### config.mk
export PLATFORM = sky130hd
export DESIGN_NAME = double_ended_queue_with_search_unit
export DESIGN_NICKNAME = d
export VERILOG_FILES = /design/src/rtl/deq_pkg.sv /design/src/rtl/deq_store.sv /design/src/rtl/double_ended_queue_with_search_unit.sv
export SDC_FILE = /design/constraint.sdc
export NUM_CORES = 1
export LEC_CHECK = 0
export ABC_AREA = 1
export BUFFER_PORTS_ARGS = -buffer_cell sky130_fd_sc_hd__buf_2
export CAP_MARGIN = 20
export CORE_MARGIN = 4
export CORE_UTILIZATION = 40
export CTS_CLUSTER_DIAMETER = 30
export DETAILED_ROUTE_END_ITERATION = 6
export PLACE_DENSITY = 0.58
export SYNTH_ARGS = -nofsm -noshare
export SYNTH_HDL_FRONTEND = slang
export SYNTH_SLANG_ARGS = --single-unit
### constraint.sdc
create_clock -name clock -period 5.6 [get_ports clock]
set_input_delay 0.56 -clock clock [delete_from_list [all_inputs] [get_ports clock]]
set_output_delay 0.56 -clock clock [all_outputs]
set_load 0.05 [all_outputs]
### src/rtl/deq_pkg.sv
`default_nettype none

package deq_pkg;

   // Operation codes carried on the request tuser.
   typedef enum logic [2:0] {
      OP_PUSH_FRONT = 3'd0,
      OP_PUSH_BACK  = 3'd1,
      OP_POP_FRONT  = 3'd2,
      OP_POP_BACK   = 3'd3,
      OP_SEARCH     = 3'd4
   } op_type;

   // Status codes carried on the response tuser.
   typedef enum logic [1:0] {
      ST_OK    = 2'd0,
      ST_EMPTY = 2'd1,
      ST_FULL  = 2'd2
   } status_type;

   localparam int VALUE_W    = 32;
   localparam int COUNT_W    = 5;
   localparam int POSITION_W = 4;
   localparam int OP_W       = 3;
   localparam int STATUS_W   = 2;

   // Response tdata: front, back, count, found, position, padded to whole bytes.
   localparam int RSP_FIELDS_W = 2 * VALUE_W + COUNT_W + 1 + POSITION_W;
   localparam int RSP_DATA_W   = ((RSP_FIELDS_W + 7) / 8) * 8;

   // Value reported for front and back when nothing is stored.
   localparam logic signed [VALUE_W-1:0] EMPTY_VALUE = -32'sd1;

endpackage

`default_nettype wire

### src/rtl/deq_store.sv
`default_nettype none

// Ring storage: one write port and two registered read ports.
module deq_store #(
   parameter int DEPTH = 16
) (
   input  wire logic                          clock,
   input  wire logic                          wr_en,
   input  wire logic [$clog2(DEPTH)-1:0]      wr_addr,
   input  wire logic [deq_pkg::VALUE_W-1:0]   wr_data,
   input  wire logic [$clog2(DEPTH)-1:0]      rd_addr_a,
   input  wire logic [$clog2(DEPTH)-1:0]      rd_addr_b,
   output logic      [deq_pkg::VALUE_W-1:0]   rd_data_a,
   output logic      [deq_pkg::VALUE_W-1:0]   rd_data_b
);

   logic [deq_pkg::VALUE_W-1:0] mem [DEPTH];

   // Write port.
   always_ff @(posedge clock) begin
      if (wr_en) begin
         mem[wr_addr] <= wr_data;
      end
   end

   // Both read ports are registered and return data in the cycle after the address.
   always_ff @(posedge clock) begin
      rd_data_a <= mem[rd_addr_a];
      rd_data_b <= mem[rd_addr_b];
   end

endmodule

`default_nettype wire

### src/rtl/double_ended_queue_with_search_unit.sv
`default_nettype none

// Bounded double-ended queue of signed 32-bit values with a linear search.
// Each request word is one operation: req_tuser holds the operation code
// (push front, push back, pop front, pop back, search) and req_tdata the
// value to push or to look for. Every request yields exactly one response
// word carrying the front and back values (-1 when empty), the count, the
// found flag with the position of the first match, and a status code.
// A push or pop passes three steps from acceptance to a loaded response:
// execute, fetch of front and back from the store, capture. The next
// request is taken once the sequencer is back in idle after the capture.
// A search walks the stored entries through one store read port and one
// comparator, one entry per cycle. A hit ends the walk at the first match,
// a miss once every stored entry has been compared.
// Only one request is in flight; req_tready is high while the sequencer is
// idle. The response register lets the next request start while a response
// still waits; if the receiver stalls, the following response holds in the
// capture step until the register frees. Reset empties the queue and drops
// any pending response; store contents are not cleared.
module double_ended_queue_with_search_unit #(
   parameter int CAPACITY = 16
) (
   input  wire logic                              clock,
   input  wire logic                              reset,
   input  wire logic                              req_tvalid,
   output logic                                   req_tready,
   // req_tdata: value[31:0]
   input  wire logic [deq_pkg::VALUE_W-1:0]       req_tdata,
   // req_tuser: operation[2:0]
   input  wire logic [deq_pkg::OP_W-1:0]          req_tuser,
   output logic                                   rsp_tvalid,
   input  wire logic                              rsp_tready,
   // rsp_tdata: front_value[31:0], back_value[63:32], entry_count[68:64],
   // found[69], found_position[73:70], zero padding[79:74]
   output logic      [deq_pkg::RSP_DATA_W-1:0]    rsp_tdata,
   // rsp_tuser: status[1:0]
   output logic      [deq_pkg::STATUS_W-1:0]      rsp_tuser
);

   localparam int IW = $clog2(CAPACITY);
   localparam int CW = $clog2(CAPACITY + 1);
   localparam logic [IW:0]   CAP_SUM   = (IW + 1)'(CAPACITY);
   localparam logic [CW-1:0] CAP_COUNT = CW'(CAPACITY);
   localparam logic [IW-1:0] LAST_SLOT = IW'(CAPACITY - 1);

   typedef enum logic [4:0] {
      S_IDLE    = 5'b00001,
      S_EXEC    = 5'b00010,
      S_SEARCH  = 5'b00100,
      S_FETCH   = 5'b01000,
      S_CAPTURE = 5'b10000
   } state_type;

   state_type                    state_ff, state_in;
   logic [IW-1:0]                head_ff, head_in;
   logic [CW-1:0]                count_ff, count_in;
   logic [CW-1:0]                idx_ff, idx_in;
   logic                         pend_ff, pend_in;
   logic [IW-1:0]                cand_ff, cand_in;
   logic                         found_ff, found_in;
   logic [IW-1:0]                pos_ff, pos_in;
   deq_pkg::status_type          status_ff, status_in;
   deq_pkg::op_type              op_ff;
   logic [deq_pkg::VALUE_W-1:0]  value_ff;
   logic                         out_valid_ff, out_valid_in;
   logic [deq_pkg::RSP_DATA_W-1:0] out_data_ff;
   logic [deq_pkg::STATUS_W-1:0] out_user_ff;

   logic                         wr_en;
   logic [IW-1:0]                wr_addr;
   logic [IW-1:0]                rd_addr_a, rd_addr_b;
   logic [deq_pkg::VALUE_W-1:0]  rd_data_a, rd_data_b;
   logic                         match;
   logic                         load_out;
   logic [deq_pkg::VALUE_W-1:0]  front_val, back_val;

   // Ring position of an offset from the head; the sum stays below twice the depth.
   function automatic logic [IW-1:0] ring_slot(input logic [IW-1:0] head,
                                               input logic [CW-1:0] offset);
      logic [IW:0] sum;
      sum = {1'b0, head} + (IW + 1)'(offset);
      if (sum >= CAP_SUM) begin
         sum = sum - CAP_SUM;
      end
      return sum[IW-1:0];
   endfunction

   deq_store #(
      .DEPTH(CAPACITY)
   ) u_store (
      .clock     (clock),
      .wr_en     (wr_en),
      .wr_addr   (wr_addr),
      .wr_data   (value_ff),
      .rd_addr_a (rd_addr_a),
      .rd_addr_b (rd_addr_b),
      .rd_data_a (rd_data_a),
      .rd_data_b (rd_data_b)
   );

   assign req_tready = (state_ff == S_IDLE);
   assign match      = pend_ff && (rd_data_a == value_ff);
   assign load_out   = (state_ff == S_CAPTURE) && (!out_valid_ff || rsp_tready);

   // Store write: pushes land in EXEC, before the head and count move.
   always_comb begin
      wr_en   = 1'b0;
      wr_addr = head_ff;
      if (state_ff == S_EXEC && count_ff != CAP_COUNT) begin
         if (op_ff == deq_pkg::OP_PUSH_FRONT) begin
            wr_en   = 1'b1;
            wr_addr = (head_ff == '0) ? LAST_SLOT : head_ff - IW'(1);
         end else if (op_ff == deq_pkg::OP_PUSH_BACK) begin
            wr_en   = 1'b1;
            wr_addr = ring_slot(head_ff, count_ff);
         end
      end
   end

   // Port A walks the entries during a search and reads the front otherwise.
   always_comb begin
      rd_addr_a = (state_ff == S_SEARCH) ? ring_slot(head_ff, idx_ff) : head_ff;
      rd_addr_b = (count_ff == '0) ? head_ff : ring_slot(head_ff, count_ff - CW'(1));
   end

   // Sequencer and queue bookkeeping.
   always_comb begin
      state_in  = state_ff;
      head_in   = head_ff;
      count_in  = count_ff;
      idx_in    = idx_ff;
      pend_in   = pend_ff;
      cand_in   = cand_ff;
      found_in  = found_ff;
      pos_in    = pos_ff;
      status_in = status_ff;
      unique case (state_ff)
         S_IDLE: begin
            if (req_tvalid) begin
               state_in = S_EXEC;
            end
         end
         S_EXEC: begin
            found_in  = 1'b0;
            pos_in    = '0;
            status_in = deq_pkg::ST_OK;
            idx_in    = '0;
            pend_in   = 1'b0;
            state_in  = S_FETCH;
            unique case (op_ff)
               deq_pkg::OP_PUSH_FRONT: begin
                  if (count_ff == CAP_COUNT) begin
                     status_in = deq_pkg::ST_FULL;
                  end else begin
                     head_in  = wr_addr;
                     count_in = count_ff + CW'(1);
                  end
               end
               deq_pkg::OP_PUSH_BACK: begin
                  if (count_ff == CAP_COUNT) begin
                     status_in = deq_pkg::ST_FULL;
                  end else begin
                     count_in = count_ff + CW'(1);
                  end
               end
               deq_pkg::OP_POP_FRONT: begin
                  if (count_ff == '0) begin
                     status_in = deq_pkg::ST_EMPTY;
                  end else begin
                     head_in  = ring_slot(head_ff, CW'(1));
                     count_in = count_ff - CW'(1);
                  end
               end
               deq_pkg::OP_POP_BACK: begin
                  if (count_ff == '0) begin
                     status_in = deq_pkg::ST_EMPTY;
                  end else begin
                     count_in = count_ff - CW'(1);
                  end
               end
               deq_pkg::OP_SEARCH: begin
                  state_in = S_SEARCH;
               end
               default: begin
               end
            endcase
         end
         S_SEARCH: begin
            // Issue one read a cycle and compare the word read the cycle before.
            priority if (match) begin
               found_in = 1'b1;
               pos_in   = cand_ff;
               pend_in  = 1'b0;
               state_in = S_FETCH;
            end else if (idx_ff == count_ff) begin
               pend_in  = 1'b0;
               state_in = S_FETCH;
            end else begin
               cand_in = idx_ff[IW-1:0];
               pend_in = 1'b1;
               idx_in  = idx_ff + CW'(1);
            end
         end
         S_FETCH: begin
            state_in = S_CAPTURE;
         end
         S_CAPTURE: begin
            if (load_out) begin
               state_in = S_IDLE;
            end
         end
         default: begin
            state_in = S_IDLE;
         end
      endcase
   end

   // Response word assembly from the store read data.
   always_comb begin
      front_val = (count_ff == '0) ? deq_pkg::EMPTY_VALUE : rd_data_a;
      back_val  = (count_ff == '0) ? deq_pkg::EMPTY_VALUE : rd_data_b;
   end

   always_comb begin
      out_valid_in = out_valid_ff;
      if (rsp_tready) begin
         out_valid_in = 1'b0;
      end
      if (load_out) begin
         out_valid_in = 1'b1;
      end
   end

   always_ff @(posedge clock) begin
      if (reset) begin
         state_ff     <= S_IDLE;
         head_ff      <= '0;
         count_ff     <= '0;
         pend_ff      <= 1'b0;
         out_valid_ff <= 1'b0;
      end else begin
         state_ff     <= state_in;
         head_ff      <= head_in;
         count_ff     <= count_in;
         pend_ff      <= pend_in;
         out_valid_ff <= out_valid_in;
      end
   end

   // Payload registers.
   always_ff @(posedge clock) begin
      idx_ff    <= idx_in;
      cand_ff   <= cand_in;
      found_ff  <= found_in;
      pos_ff    <= pos_in;
      status_ff <= status_in;
      if (req_tvalid && req_tready) begin
         op_ff    <= deq_pkg::op_type'(req_tuser);
         value_ff <= req_tdata;
      end
      if (load_out) begin
         out_data_ff <= {
            (deq_pkg::RSP_DATA_W - deq_pkg::RSP_FIELDS_W)'(0),
            deq_pkg::POSITION_W'(pos_ff),
            found_ff,
            deq_pkg::COUNT_W'(count_ff),
            back_val,
            front_val
         };
         out_user_ff <= status_ff;
      end
   end

   assign rsp_tvalid = out_valid_ff;
   assign rsp_tdata  = out_data_ff;
   assign rsp_tuser  = out_user_ff;

endmodule

`default_nettype wire

# --- Word level (Yosys, flattened, before mapping) ---
# Memory sizes are Yosys's and may differ from the RTL's. A register that Yosys moved wholly into a read port is not among the register bits.
# Cells that the tools add are included.
op_classes:
  n_reduce_logical: 21
  n_shift: 0
  magnitude_cmp: 4
  n_mux: 42
  n_addsub: 12
  div_mod_pow: 0
  mul: 0
  bitwise: 2
  n_eq_ne: 23
op_table:
  columns: ["operator", "n"]
  rows:
  - ["4-bit two-way mux", 14]
  - ["5-bit two-way mux", 8]
  - ["32-bit equality test", 1]
  - ["5-bit one-hot mux with 5 select lines", 1]
  - ["5-bit >= comparator, second input constant", 4]
  - ["5-bit one-hot mux with 2 select lines", 2]
  - ["4-bit by 1-bit subtractor with 4-bit output, second input constant", 5]
  - ["2-bit != test, second input constant", 9]
  - ["4-bit one-hot mux with 2 select lines", 2]
  - ["4-bit by 5-bit adder with 5-bit output", 3]
  - ["1-bit two-way mux", 11]
  - ["5-bit by 1-bit adder with 5-bit output, second input constant", 2]
  - ["5-bit equality test, second input constant", 2]
  - ["3-bit AND reduction", 3]
  - ["4-bit AND reduction", 2]
  - ["2-bit nonzero test", 4]
  - ["3-bit by 2-bit equality test with 1-bit output, second input constant", 2]
  - ["4-bit by 1-bit adder with 5-bit output, second input constant", 1]
  - ["5-bit by 1-bit equality test with 1-bit output, second input constant", 1]
  - ["5-bit by 2-bit equality test with 1-bit output, second input constant", 1]
  - ["5-bit by 3-bit equality test with 1-bit output, second input constant", 1]
  - ["5-bit by 4-bit equality test with 1-bit output, second input constant", 1]
  - ["5-bit equality test", 1]
  - ["5-bit zero test", 1]
  - ["other kinds (16)", 22]
word_totals:
  register_bits: 143
  latch_bits: 0
  ram_bits: 512
  out_inout_bits: 84
  rom_bits: 0
  word_cells: 120
  memories: 1
mem_list:
  columns: ["name", "words", "word_bits", "rd", "rd_ports_with_merged_regs", "wr", "line_no", "text"]
  rows:
  - ["u_store.mem", 16, 32, 2, 2, 1, "deq_store.sv:17", "logic [deq_pkg::VALUE_W-1:0] mem [DEPTH];"]

# --- Longest topological paths before layout ---
logic_depth:
  depth_word: 8
  mapped_depth: 14

# --- By module ---
# Synthesis repeated with hierarchy kept, for this count alone.
unflattened:
  cells_unflattened: 3965
  area_unflattened_um2: 35361.4
by_module_without_submodules:
  columns: ["module", "cells_per_inst", "area_each_um2", "n_inst"]
  rows:
  - ["deq_store", 3317, 28673.8, 1]
  - ["double_ended_queue_with_search_unit", 648, 6687.7, 1]

# --- Worst setup path after synthesis ---
# No wires, ideal clock.
synth_path:
  path_type: "register to register"
  from: "reg state_ff[0]"
  to: "reg out_data_ff (netlist bit rsp_tdata[0]), enable pin"
  stages_incl_launch_ff: 4
  arrival_ps: 3804
  setup_slack_ps: 1285
  t_required_ps: 5089
  cell_sequence: "dfxtp_1 > nor2_2 > nand3_1 > nor2_1"
synth_via:
  elab_chain_cells: 2
synth_rtl:
  columns: ["item", "line_no", "text"]
  rows:
  - ["start, declared", "double_ended_queue_with_search_unit.sv:54", "state_type state_ff, state_in;"]
  - ["start signal, assigned", "double_ended_queue_with_search_unit.sv:242", "state_ff <= state_in;"]
  - ["5-bit equality test", "double_ended_queue_with_search_unit.sv:103", "assign load_out = (state_ff == S_CAPTURE) && (!out_valid_ff || rsp_tready);"]
  - ["1-bit logical AND", "double_ended_queue_with_search_unit.sv:103", null]
  - ["named net load_out", "double_ended_queue_with_search_unit.sv:74", "logic load_out;"]
  - ["end signal, assigned", "double_ended_queue_with_search_unit.sv:262", "out_data_ff <= {"]
  - ["end, declared", "double_ended_queue_with_search_unit.sv:66", "logic [deq_pkg::RSP_DATA_W-1:0] out_data_ff;"]
# The timed path passes the listed nets, and every way through them passes these cells.
# A chain may end at the register's enable or synchronous reset.

# --- Worst setup path after layout ---
layout_path:
  from: "reg count_ff[1]"
  to: "reg u_store.rd_data_b[7] (netlist name), read port of u_store.mem"
layout_via:
  elab_chain_cells: 5
  elab_cells_between_ends: 7
  cone_classes: "add/sub (3); order compare (1); mux (2); reduce/logical (1)"
layout_rtl:
  columns: ["item", "line_no", "text"]
  rows:
  - ["start, declared", "double_ended_queue_with_search_unit.sv:56", "logic [CW-1:0] count_ff, count_in;"]
  - ["start signal, assigned", "double_ended_queue_with_search_unit.sv:244", "count_ff <= count_in;"]
  - ["5-bit by 1-bit subtractor with 5-bit output", "double_ended_queue_with_search_unit.sv:123", "rd_addr_b = (count_ff == '0) ? head_ff : ring_slot(head_ff, count_ff - CW'(1));"]
  - ["4-bit by 5-bit adder with 5-bit output", "double_ended_queue_with_search_unit.sv:81", "sum = {1'b0, head} + (IW + 1)'(offset);"]
  - ["4-bit by 1-bit subtractor with 4-bit output / 5-bit >= comparator (equally long branches)", "double_ended_queue_with_search_unit.sv:83, double_ended_queue_with_search_unit.sv:82", null]
  - ["4-bit two-way mux", "double_ended_queue_with_search_unit.sv:82", "if (sum >= CAP_SUM) begin"]
  - ["4-bit two-way mux (*)", "double_ended_queue_with_search_unit.sv:123", null]
  - ["end, declared", "deq_store.sv:14", "output logic [deq_pkg::VALUE_W-1:0] rd_data_b"]
# Mark *: on every way between the ends. The rest lies on a longest branch, timed or not.

==> impl_metrics.py <==
metrics = {
    "global_route": {
        "first_global_vias": 24800,
        "pin_count_of_the_biggest_net_entering_global_routing": 219,
        "grt_util_met2_pct": 36.0,
        "number_of_antenna_violations_at_the_first_check_in_global_routing": 3,
        "grt_most_used_layer": "met2",
        "use_met3_pct": 5.01,
        "gr-usage-met1_pct": 31.2,
        "global_route.overflow_total": 0,
        "grt_pass1_wl_um": 154000,
        "grt_usage_pct": 23.0,
    },
    "finish": {
        "finalNonFillerCells": 4573,
        "fin_util_pct": 49.4,
        "layout_cell_share_with_drive_strength_beyond_1_pct": 13.4,
        "postLayoutCellArea_sq_mm": 0.0407,
        "flow.area_growth_from_synthesis_pct": 21.9,
        "finish.net_count": 3429,
    },
    "floorplanning": {
        "fp-row-count": 105,
        "dieHeight_um": 297,
        "floorplan.die_area_sq_mm": 0.0881,
        "floorplan.core_area_sq_mm": 0.0824,
        "dieWidth_um": 297,
        "start_util_pct": 40.5,
        "i_o_pin_total": 123,
    },
    "detailed_routing": {
        "detail_route.first_pass.iterations": 5,
        "detail_route.vias_per_cell": 5.56,
        "detail_route.iter0.violations": 2557,
        "drt_wl_total_um": 103000,
        "routed-via-count": 25400,
        "drt_drc_violations_left": 0,
        "route.detailed.wl_per_inst_um": 22.5,
        "ant_nets": 0,
    },
    "critical_path": {
        "critical_path.reg2reg.startpoint": "count_ff[1]",
        "max_stage_delay_ns": 0.79,
        "worst_ep_arrival_time_ns": 4.73,
        "path_class": "flop to flop",
        "critical_path.reg2reg.endpoint": "u_store.rd_data_b[7]",
        "setup.worst_path.end_class": "flop",
        "crit_required_ns": 6.25,
        "critical_path.cell_chain": "inv_1 > ha_1 > fa_1 > inv_1 > nand2_1 > o21ai_4 > buf_4 > buf_4 > o211ai_1 > nand3_1 > nand3_1 > nand2_1",
        "start_kind": "flop",
        "critical_path_peak_fanout": 60,
        "critPathSlowestCell": "buf_4",
        "rrSetupSlack_ns": 1.51,
        "r2r.worst_path.cells": 12,
    },
    "synthesis": {
        "post_synth_inst_count": 3221,
        "ys_seq_area_share_pct": 62.3,
        "synthesis.yosys.warnings": 0,
        "synth_area_per_cell_sq_um": 10.4,
        "ys_types": 35,
        "synth_area_sq_mm": 0.0334,
        "register_bit_total_from_synthesis": 719,
    },
    "worst_hold_path": {
        "launch_point_of_the_worst_hold_path": "req_tdata[23]",
        "min_path_cells": 1,
        "hold-path-endpoint": "value_ff[23]",
        "hold_path_class": "primary input to flop",
    },
    "cts": {
        "cts_tree": "yes",
        "cts_sinks": 719,
        "clk_pin_slew_ns": 0.04,
        "cts_root_buf": "clkbuf_16",
        "cts.path.max_buffers": 3,
        "cts-buffers-inserted": 158,
        "clkLatencyLatePin_ns": 0.73,
        "htreeDepth": 4,
    },
    "placement": {
        "post_place_worst_slack_ns": 1.60,
        "dpl_cell_area_sq_mm": 0.0350,
        "dpl.hpwl_um": 60200,
        "io_buffer_count": 116,
        "numPlacedInstances": 4250,
        "routabilityCongestion": 0.836,
    },
    "timing": {
        "timing.setup.tns_ns": 0,
        "tightestPinTransition_ns": 1.20,
        "finalHoldViolations": 0,
        "clock.fmax_ghz": 0.245,
        "setup_viol": 0,
        "finalWorstSetupSlack_ns": 1.51,
        "grt_setup_unrepaired": "false",
        "drv_slew": 0,
        "final.period_utilization_pct": 73.0,
        "fin_skew_ns": 0.0346,
        "post-route-min-period_ns": 4.09,
        "slew-limit-headroom_pct": 19.7,
    },
    "power_and_ir_drop": {
        "power_density_mw_per_mm2": 393,
        "irDropWorstVdd_v": 0.000306,
        "leakagePower_nw": 15.4,
    },
    "run_status": {
        "outcome": "finished, final reports clean",
    },
    "flow_run": {
        "maxCapViolations": 0,
    },
}
## critical path, delay by kind of cell (launching register included)
kind / cells / cell delay [ns]
buf+inv: 4 / 1.74
fa+ha+maj: 2 / 0.78
flops: 1 / 0.50
compound gates: 2 / 0.49
simple gates: 4 / 0.42
## power by group
| group | internal [W] | switching (W) | leakage, nW | total [W] |
|---|---|---|---|---|
| Sequential | 0.00597 | 0.000104 | 6.41 | 0.00607 |
| Combinational | 0.000203 | 0.000524 | 6.40 | 0.000726 |
| Clock | 0.00610 | 0.00307 | 2.57 | 0.00917 |
## cells in the mapped netlist
cell	number	share of area (%)
a21oi_1	24	0.36
o21ai_2	2	0.053
nor2_2	1	0.019
nor3_1	8	0.12
dfxtp_1	80	4.8
a21o_1	1	0.023
clkbuf_1	66	0.74
buf_6	5	0.17
and3_1	1	0.019
xor2_1	10	0.26
buf_2	131	2.0
buf_1	11	0.12
xnor2_1	14	0.37
o211ai_1	513	12
o22ai_1	4	0.075
xor2_2	2	0.098
o21ai_0	17	0.26
a21oi_2	1	0.026
nand2_1	765	8.6
nor4_1	1	0.019
conb_1	1	0.011
nor2_4	1	0.034
inv_2	6	0.068
ha_1	15	0.56
nand2_2	1	0.019
nand3_1	409	6.1
buf_4	12	0.27
nand3_2	3	0.090
inv_1	404	4.5
or2_2	2	0.037
nor2_1	60	0.68
o21ai_4	2	0.098
edfxtp_1	639	58
nand4_1	6	0.11
fa_1	3	0.18
## flip-flops by register name, summed over array words and instances, names as in the netlist
| signal | flops |
|---|---|
| u_store.mem | 512 |
| rsp_tdata | 74 |
| u_store.rd_data_a | 32 |
| u_store.rd_data_b | 32 |
| value_ff | 32 |
| count_ff | 5 |
| idx_ff | 5 |
| state_ff | 5 |
| cand_ff | 4 |
| head_ff | 4 |
| pos_ff | 4 |
| op_ff | 3 |
| rsp_tuser | 2 |
| status_ff | 2 |
| found_ff | 1 |
| pend_ff | 1 |
| rsp_tvalid | 1 |
## metrics by stage
step	hold slack, ns	total power (W)
global placement	0.409	0.00686
floorplan	0.400	0.00656
CTS	0.0211	0.0161
global route	0.0218	0.0164
detailed placement	0.413	0.00687
finish	0.0468	0.0160
## timing repair
action,4_1_cts,5_1_grt
buffers inserted,0,0
hold buffers,32,0
gates resized for setup,0,0
endpoints found under the hold margin,32,0
## routing by layer
layer,vias up,wire length [um]
li1,11700,-
met1,12300,43700
met2,1223,47000
met3,205,9070
met4,0,3130
met5,-,0
## cells in the final DEF (no fill, tap or decap), types with 6 or more instances in the layout
cell type / instances
xor2_1: 10
dfxtp_1: 80
clkinvlp_4: 14
o21ai_0: 15
nand4_1: 6
clkbuf_8: 7
clkinv_8: 6
nand3_1: 409
o211ai_1: 513
edfxtp_1: 639
clkinv_1: 21
clkinv_2: 22
buf_2: 116
ha_1: 15
clkbuf_16: 159
nor2_1: 42
xnor2_1: 14
bufinv_16: 17
a21oi_1: 24
nor2_4: 19
clkinv_4: 11
buf_12: 7
conb_1: 6
nand2_1: 763
clkbuf_1: 22
dlygate4sd3_1: 32
nor3_1: 8
buf_4: 56
inv_1: 403
o21ai_4: 6
## cell type report
cell class | instances | area, sq um
fillers | 7244 | 41700
flip-flops and latches | 719 | 20800
multi-input cells | 1872 | 10200
clock buffers | 188 | 4160
inverters | 410 | 1540
repair buffers | 211 | 1460
well taps | 1070 | 1340
clock inverters | 102 | 1200
diodes | 1 | 2.50
## cells by family after synthesis
family          Yosys count  share of synthesized area (%)
xor+xnor                 26                          0.728
flops                   719                           62.3
fa+ha+maj                18                          0.743
simple gates           1258                           15.9
other cells               1                         0.0112
buf+inv                 635                           7.88
compound gates          564                           12.4
## how the worst max path moves through the flow
stage,start,to,cells past startpoint
after global placement,count_ff[1],u_store.rd_data_b[6],12
final,count_ff[1],u_store.rd_data_b[7],12
after floorplan,state_ff[0],rsp_tdata[0],3
after CTS,count_ff[1],u_store.rd_data_b[7],12
after global routing,count_ff[0],u_store.rd_data_b[7],12
after detailed placement,count_ff[1],u_store.rd_data_b[13],12
No activity file was read; power rests on OpenSTA's default activity.
